## config.mk

```make
export PLATFORM = sky130hd
export DESIGN_NAME = sgpa_front
export DESIGN_NICKNAME = d
export VERILOG_FILES = /design/src/rtl/sgpa_pkg.sv /design/src/rtl/sgpa_front.sv
export SDC_FILE = /design/constraint.sdc
export NUM_CORES = 1
export LEC_CHECK = 0
export BUFFER_PORTS_ARGS = -buffer_cell sky130_fd_sc_hd__clkbuf_2
export CORE_MARGIN = 5
export CORE_UTILIZATION = 58
export DETAILED_ROUTE_END_ITERATION = 6
export GPL_ROUTABILITY_DRIVEN = 0
export PLACE_DENSITY = 0.95
export SLEW_MARGIN = 30
export SYNTH_ARGS = -nofsm -noshare
export SYNTH_HDL_FRONTEND = slang
export SYNTH_SLANG_ARGS = --single-unit
```

## constraint.sdc

```tcl
create_clock -name vclk -period 15.1
set_clock_uncertainty 0.2 [all_clocks]
set_input_delay 3.02 -clock vclk [all_inputs]
set_output_delay 3.02 -clock vclk [all_outputs]
set_load 0.05 [all_outputs]
```

## src/rtl/sgpa_pkg.sv

```systemverilog
// ----------------------------------------------------------------------------
// sgpa_pkg: shared types and constants
// Queue word, back-end sequencer states and register codes for the
// softened gravity pair accumulator.
// ----------------------------------------------------------------------------
package sgpa_pkg;

  localparam int CFG_IDX_W  = 2;
  localparam int CFG_DATA_W = 56;

  localparam logic [CFG_IDX_W-1:0] CFG_SOFTENING = 2'd0;
  localparam logic [CFG_IDX_W-1:0] CFG_MASS      = 2'd1;
  localparam logic [CFG_IDX_W-1:0] CFG_SELF_POT  = 2'd2;

  localparam int SUM_W = 48;
  localparam int NUM_W = 117;  // (m * |d|) << 53
  localparam int DEN_W = 96;   // r2 * r

  // one classified pair: distance magnitudes, "d > 0" flags, row end
  typedef struct packed {
    logic [31:0] ad_x;
    logic [31:0] ad_y;
    logic [31:0] ad_z;
    logic        pos_x;
    logic        pos_y;
    logic        pos_z;
    logic        last;
  } front_word_t;

  typedef enum logic [3:0] {
    ST_IDLE,
    ST_SQ,
    ST_CHK,
    ST_SQRT,
    ST_R3,
    ST_MP,
    ST_DIVLD,
    ST_DIV,
    ST_ACC,
    ST_FIN
  } back_state_t;

endpackage

```

## src/rtl/sgpa_front.sv

```systemverilog
// ----------------------------------------------------------------------------
// sgpa_front: pair classifier
// Forms d = i - j per axis, splits it into magnitude and sign, and hands
// the word to the queue.
// ----------------------------------------------------------------------------
module sgpa_front (
  input  logic signed [31:0] i_x,
  input  logic signed [31:0] i_y,
  input  logic signed [31:0] i_z,
  input  logic signed [31:0] j_x,
  input  logic signed [31:0] j_y,
  input  logic signed [31:0] j_z,
  input  logic               last_of_row,
  output sgpa_pkg::front_word_t word
);

  logic signed [32:0] dx, dy, dz;
  logic        [32:0] nx, ny, nz;

  assign dx = {i_x[31], i_x} - {j_x[31], j_x};
  assign dy = {i_y[31], i_y} - {j_y[31], j_y};
  assign dz = {i_z[31], i_z} - {j_z[31], j_z};

  assign nx = -dx;
  assign ny = -dy;
  assign nz = -dz;

  always_comb begin
    word.ad_x  = dx[32] ? nx[31:0] : dx[31:0];
    word.ad_y  = dy[32] ? ny[31:0] : dy[31:0];
    word.ad_z  = dz[32] ? nz[31:0] : dz[31:0];
    word.pos_x = !dx[32] && (dx != '0);
    word.pos_y = !dy[32] && (dy != '0);
    word.pos_z = !dz[32] && (dz != '0);
    word.last  = last_of_row;
  end

endmodule

```

==> results.ini <==
[timing]
fmax_ghz=0.0972
hold_viol_final=0
rsz0062_at_grt=false
period_minus_slack_ps=10290
drv_slew=0
worst_pin_slew_ps=975
setup-tns-final_ps=0
setup_violations=0
post-route-period-util_pct=68.2
max_slew_margin_pct=33.3

[yosys]
avgSynthCellArea_um2=6.62
yosys_warnings=0
synthesis.nets=1553
synth_top_family_by_area=compound AO/OA/AOI/OAI gates
muxShareOfSynthArea_pct=0.496
synth_simple_gate_area_share_pct=24.6
synth_compound_area_share_pct=34.1
yosysTopAreaCellShare_pct=14.9
synth_largest_area_cell=ha_1
synth_cell_type_count=88
synthAdderAreaFrac_pct=15.6
synthTopCellsByArea=ha_1, xnor2_1, a21oi_1
synth_area_um2=8330
synth-xor-area-share_pct=16.9
synth-seq-area-share_pct=0
postSynthCellCount=1258

[die]
die_h_um=130
initial_core_util_pct=59.5
core-area_um2=14000
ioPinCount=293
die_area_um2=16900
rows=43
die_w_um=130

[cells_and_area]
drive_above_1_share_pct=22.7
nClkBuffers=0
final_common_cell=clkbuf_2
seq_area_um2=0
antenna_cells=0
area_delta_synth_final_pct=18.1
layout.cells.most_common_list=clkbuf_2, inv_1, a21oi_1, xnor2_1, nor2_1
design.seq.count=0
fin_nets=1802

[critical_path]
crit_required_ps=11880
cp.arrival_ps=7070
setup.worst_path.start_class=input pin
crit_path_max_fanout=5
path_class=input pin to output pin
endpoint_kind=output pin

[grt]
grtUsageMet2_pct=54.3
top_usage_layer=met2
grtUsageMet3_pct=2.82
grt_max_degree=33
grt_use_met1_pct=38.1
track_usage_pct=30.2
grt_pass1_vias=9766
overflow=0
grt_pass1_wl_mm=43.7
antenna_found_initial=0

[route]
drc=0
antenna_left=0
dr.pass1.iters=5
viasPerCell=6.39
wl_per_cell_um=16.5
vias=10771
drt-total-wl_mm=27.9
drt_first_iter_violations=1170

[pwr]
p_leak_nw=4.88
design_power_total_mw=0.925
irDropWorstVdd_mv=0.0912
powerDensity_nw_per_um2=94.0

[status]
status=finished clean

[clock_tree]
cts_resized=0
post_cts_buffers=0
hold_buffers=0

[flow_run]
cap_viol_max_count=0

[placement]
post-dp-hpwl_mm=23.7
port_buffers=291

[worst_hold_path]
hold_path_class=input pin to output pin

==> critical path, stage by stage <==
cell	delay, ps
clkbuf_2	70
inv_1	70
ha_1	270
nor2b_1	220
o2111ai_1	250
a2111oi_0	940
o21a_1	330
nor2_1	80
xor2_1	300
nand3_1	250
nor4b_2	560
a41oi_1	250
xor2_1	180
clkbuf_2	290
==> path summary, 6_finish.rpt <==
path                        start       end  depth (start not counted)
worst max-delay path       j_x[1]  word[96]                         14
worst min-delay path  last_of_row   word[0]                          0
==> cells in the mapped netlist, types with 8 or more instances <==
| master | n |
|---|---|
| nor2_1 | 100 |
| a31oi_1 | 28 |
| and3_1 | 15 |
| a21o_1 | 31 |
| xnor2_1 | 104 |
| nand2_1 | 96 |
| or3_1 | 15 |
| ha_1 | 99 |
| nor2b_1 | 20 |
| and4_1 | 9 |
| xor2_1 | 57 |
| a211oi_1 | 16 |
| clkbuf_1 | 31 |
| or2_2 | 9 |
| o21ai_0 | 66 |
| o21bai_1 | 11 |
| buf_2 | 8 |
| o21a_1 | 22 |
| o31ai_1 | 12 |
| a211o_1 | 11 |
| and2_1 | 9 |
| nand3_1 | 30 |
| a21oi_1 | 123 |
| inv_1 | 130 |
| o211ai_1 | 15 |
| nand2b_1 | 12 |
| nor3_1 | 24 |
| nand4_1 | 21 |
==> metal layers <==
layer  wire (µm)  vias to the layer above
met5           0                        -
met4        1020                        0
met3        3110                      104
met2       13100                      788
met1       10700                     4832
li1            -                     5047
==> report_power, final <==
part           switching [mW]  internal (mW)  total [mW]
Clock                       0              0           0
Sequential                  0              0           0
Combinational           0.666          0.260       0.925
Total                   0.666          0.260       0.925
==> stage by stage <==
step                      instance area (µm²)  utilization, %  hold WS, ps  instances  setup WS [ps]
after detailed placement                 9840            70.3         5840       1685           4980
after CTS                                9840            70.3         5840       1685           4980
final                                    9840            70.3         5840       1685           4810
after global routing                     9840            70.3         5840       1685           4620
after global placement                   9820            70.2         5840       1685           5120
after floorplan                          8330               -         6010       1258           5100
==> area by class of cell <==
class / count / area (µm²)
Timing Repair Buffer: 292 / 1460
Multi-Input combinational cell: 1083 / 7660
Tap cell: 180 / 225
Inverter: 130 / 488
Fill cell: 1122 / 4150
==> cell families (layout without fill, tap and decap cells) <==
family / after synthesis / count (layout)
compound gates: 419 / 419
simple gates: 397 / 397
buf+inv: 175 / 422
xor+xnor: 161 / 161
fa+ha+maj: 102 / 102
mux: 4 / 4
No activity file was read; power rests on OpenSTA's default activity.
