### config.mk
export PLATFORM = sky130hd
export DESIGN_NAME = sgpa_fifo
export DESIGN_NICKNAME = d
export VERILOG_FILES = /design/src/rtl/sgpa_pkg.sv /design/src/rtl/sgpa_fifo.sv
export SDC_FILE = /design/constraint.sdc
export NUM_CORES = 1
export LEC_CHECK = 0
export BUFFER_PORTS_ARGS = -buffer_cell sky130_fd_sc_hd__buf_4
export CAP_MARGIN = 10
export CORE_MARGIN = 3
export CORE_UTILIZATION = 38
export CTS_CLUSTER_DIAMETER = 80
export DETAILED_ROUTE_END_ITERATION = 8
export GPL_ROUTABILITY_DRIVEN = 0
export PLACE_DENSITY = 0.65
export SYNTH_ARGS = -nofsm -noshare
export SYNTH_HDL_FRONTEND = slang
export SYNTH_SLANG_ARGS = --single-unit
export TNS_END_PERCENT = 20
### constraint.sdc
create_clock -name clk -period 5.3 [get_ports clk]
set_input_delay 0.795 -clock clk [delete_from_list [all_inputs] [get_ports clk]]
set_output_delay 0.795 -clock clk [all_outputs]
set_load 0.03 [all_outputs]
### src/rtl/sgpa_pkg.sv
// ----------------------------------------------------------------------------
// sgpa_pkg: shared types and constants
// Queue word, back-end sequencer states and register codes for the
// softened gravity pair accumulator.
// ----------------------------------------------------------------------------
package sgpa_pkg;

  localparam int CFG_IDX_W  = 2;
  localparam int CFG_DATA_W = 56;

  localparam logic [CFG_IDX_W-1:0] CFG_SOFTENING = 2'd0;
  localparam logic [CFG_IDX_W-1:0] CFG_MASS      = 2'd1;
  localparam logic [CFG_IDX_W-1:0] CFG_SELF_POT  = 2'd2;

  localparam int SUM_W = 48;
  localparam int NUM_W = 117;  // (m * |d|) << 53
  localparam int DEN_W = 96;   // r2 * r

  // one classified pair: distance magnitudes, "d > 0" flags, row end
  typedef struct packed {
    logic [31:0] ad_x;
    logic [31:0] ad_y;
    logic [31:0] ad_z;
    logic        pos_x;
    logic        pos_y;
    logic        pos_z;
    logic        last;
  } front_word_t;

  typedef enum logic [3:0] {
    ST_IDLE,
    ST_SQ,
    ST_CHK,
    ST_SQRT,
    ST_R3,
    ST_MP,
    ST_DIVLD,
    ST_DIV,
    ST_ACC,
    ST_FIN
  } back_state_t;

endpackage

### src/rtl/sgpa_fifo.sv
// ----------------------------------------------------------------------------
// sgpa_fifo: pair queue
// Small register queue between the classifier and the sequencer.
// ----------------------------------------------------------------------------
module sgpa_fifo #(
  parameter int DEPTH = 2
) (
  input  logic                  clk,
  input  logic                  rst,
  input  logic                  push,
  input  sgpa_pkg::front_word_t wr_word,
  input  logic                  pop,
  output sgpa_pkg::front_word_t rd_word,
  output logic                  full,
  output logic                  empty
);

  localparam int PW = $clog2(DEPTH);
  localparam int CW = $clog2(DEPTH + 1);

  sgpa_pkg::front_word_t mem [DEPTH];
  logic [PW-1:0] wr_ptr;
  logic [PW-1:0] rd_ptr;
  logic [CW-1:0] count;

  assign full    = (count == CW'(DEPTH));
  assign empty   = (count == '0);
  assign rd_word = mem[rd_ptr];

  always_ff @(posedge clk) begin
    if (rst) begin
      wr_ptr <= '0;
      rd_ptr <= '0;
      count  <= '0;
    end else begin
      if (push) begin
        wr_ptr <= (wr_ptr == PW'(DEPTH - 1)) ? '0 : wr_ptr + 1'b1;
      end
      if (pop) begin
        rd_ptr <= (rd_ptr == PW'(DEPTH - 1)) ? '0 : rd_ptr + 1'b1;
      end
      if (push && !pop) begin
        count <= count + 1'b1;
      end else if (pop && !push) begin
        count <= count - 1'b1;
      end
    end
  end

  always_ff @(posedge clk) begin
    if (push) begin
      mem[wr_ptr] <= wr_word;
    end
  end

endmodule

==> results by group <==
Synth
  • Post-Syn Nets: 438
  • Xor/xnor share of the synthesized area: 0.00470
  • Top area cells in the synthesized netlist: edfxtp_1, mux2_2, buf_6, dfxtp_1, nor2_1
  • Largest area contributor in the netlist: edfxtp_1
  • Largest family of logic cells by synthesized area: multiplexers
  • Adder-cell share of the synthesized area: 0.00168
  • Synth Area in Compound Gates: 0.00134
  • FF+latch count, synth: 205
  • Simple-gate area share of the yosys netlist: 0.00621
  • Area share of the largest cell type after synthesis: 0.805
  • Register area share after synthesis: 0.819
  • Mean Syn Cell Area: 22.4 um2
  • Syn. warnings: 0
  • Synth Cell Area: 7460 um2
  • Multiplexer area fraction after synthesis: 0.151
  • Cell variety after synth: 16
  • Synthesized instance count: 333

Timing
  • Clock period minus worst slack: 3.38 ns
  • Setup TNS Final: 0 ns
  • Rel. slew slack: 0.258
  • Clock skew: 0.00592 ns
  • Unrepaired setup endpoints after global routing: false
  • Fin crit share: 0.638
  • Final hold vios: 0
  • Final number of setup-violating endpoints: 0
  • Max Clock Freq: 296 MHz
  • Max-slew violation count: 0
  • Worst Max-Slew Pin Slew: 1.11 ns

Power and ir drop
  • Sw frac: 0.236
  • Switching Power: 0.920 mW
  • Share of total power in the clock network: 0.356
  • Cell Pwr Density: 393 nW/um2
  • Part of the power in registers: 0.498
  • Comb power frac: 0.146
  • Pleak: 3.68 nW
  • Internal power: 2.97 mW
  • VDD IR-drop max: 0.000222 V

Global route
  • Initial antenna violation count: 0
  • Largest net degree at the start of global routing: 82
  • Vias in the first global route: 3974
  • Tot GR Track Use: 0.127
  • First-pass GRT wire length: 21900 um
  • GRT Residual Overflow: 0

Routing
  • DR iter-0 viols: 158
  • DR vias: 3772
  • Drt pass-1 iters: 4
  • WL final: 14400 um
  • Final antenna-violating net count: 0
  • Average wire per standard cell: 17.4 um
  • Via density: 4.54
  • DRC viols: 0

Worst setup path
  • Critical Path AT: 2.59 ns
  • Buffers and inverters on the worst path: 2
  • Critical path launch point type: flip-flop
  • CP delay by family, top: flip-flops
  • Critical Path Max Stage Delay: 1.08 ns
  • Cell mode on critical path: buf_4
  • CP Capture Type: output pin
  • Worst setup path class: reg -> out
  • Critical Path Slowest Stage Cell: dfxtp_4
  • Data required time of the worst path: 4.51 ns
  • CP Max Fanout: 81
  • Critical-path cell list: buf_4, mux2_2, buf_4

Finish
  • Layout Nets: 660
  • Ant diodes: 0
  • Fraction of layout cells with a size suffix above 1: 0.595
  • Final Util: 0.521
  • Area growth, synth to finish: 32.9%

Clocking
  • CTS Buf Count: 22
  • Worst-skew pair later-pin latency: 0.48 ns
  • # resized after CTS: 0
  • Clock Sinks: 205
  • H-tree levels: 1
  • Root Buffer Master: clkbuf_16
  • Clock buffer depth: 3
  • Post-CTS setup buffers: 0
  • Clock Pin Slew Worst Setup and Hold Paths: 0.06 ns
  • Post-CTS Hold Buffers: 0
  • CTS tree: yes

Placement
  • Port Buffers: 205
  • DP HPWL: 9450 um

Floorplan
  • Initial core utilization: 0.392
  • I/O Pins: 206
  • Die Area: 21300 um2
  • FP Rows: 50
  • Die Span Y: 146 um
  • Die X-Extent: 146 um
  • CORE AREA: 19000 um2

Run
  • Max cap viols: 0

Hold path
  • Worst hold path type: in -> reg

Status
  • Status: complete, no violations
-- worst paths after layout --
path / from / to / slack (ns) / cells past startpoint
hold / removal: wr_word[35] / mem[1][35] / 0.49 / 1
hold reg to reg: rd_ptr / rd_ptr / 0.52 / 2
setup / recovery: flip-flop / rd_word[7] / 1.92 / 3
setup reg to reg: wr_ptr / mem[1][0] / 3.14 / 2
-- metrics by stage --
stage / cells / worst slack (ns) / hold WS, ns / total power, mW / instance area, um2
floorplan: 333 / 1.46 / 0.461 / 2.32 / 7460
global placement: 791 / 2.41 / 0.476 / 2.54 / 9250
detailed placement: 791 / 2.36 / 0.506 / 2.55 / 9250
CTS: 830 / 1.83 / 0.464 / 3.95 / 9910
global route: 830 / 1.74 / 0.461 / 4.05 / 9910
finish: 830 / 1.92 / 0.488 / 3.89 / 9910
-- power groups by stage --
stage          registers, mW  clock network (mW)  logic, mW
3_3_place_gp            1.97                   0      0.566
6_report                1.94                1.38      0.568
2_1_floorplan           1.95                   0      0.367
4_1_cts                 1.94                1.43      0.576
5_1_grt                 1.95                1.50      0.598
3_5_place_dp            1.98                   0      0.573
-- registers in the layout (all words and copies together) (netlist names), named ones only --
signal / flops
count: 2
mem: 200
rd_ptr: 1
wr_ptr: 1
-- final cells by class --
| class | count | area [um2] |
|---|---|---|
| Clock buffer | 27 | 591 |
| Inverter | 1 | 3.75 |
| Fill cell | 1593 | 9110 |
| Timing Repair Buffer | 209 | 1570 |
| Multi-Input combinational cell | 116 | 1240 |
| Clock inverter | 12 | 73.8 |
| Tap cell | 260 | 325 |
| Sequential cell | 205 | 6110 |
-- placed cells by master, fill, tap and decap left out --
cell       netlist  layout
nor2b_4          0       1
dfxtp_1          5       4
buf_4            1     209
clkinv_2         0       2
and2b_2          1       1
xor2_1           2       2
clkbuf_1         0       4
a21oi_1          1       1
dfxtp_4          0       1
bufinv_16        0       1
clkinv_1         0       9
edfxtp_1       200     200
clkbuf_16        0      23
ha_1             1       1
or3_1            1       1
xnor2_1          2       2
o21ai_0          1       1
inv_1            1       1
mux2_2         100     100
and2_4           0       1
nor2_1           5       5
-- metal layers --
metal | GRT usage | routed length [um] | up-vias
met4 | 0.0367 | 374 | 0
met5 | 0 | 0 | -
li1 | - | - | 1764
met2 | 0.210 | 6970 | 144
met3 | 0.0475 | 1190 | 25
met1 | 0.158 | 5890 | 1839
-- Yosys cell counts, drive strengths merged --
cell / count
and2: 1
xor2: 2
xnor2: 2
inv: 1
buf: 11
ha: 1
a21oi: 1
dfxtp: 5
edfxtp: 200
o21ai: 1
nor2: 5
and2b: 1
mux2: 100
or3: 1
nor2b: 1
-- cells by family (layout without fill, tap and decap cells) --
group / Yosys count / in the layout
flops: 205 / 205
mux: 100 / 100
simple gates: 9 / 9
xor+xnor: 4 / 4
compound gates: 2 / 2
buf+inv: 12 / 249
fa+ha+maj: 1 / 1
(Power assumes the default switching activity.)
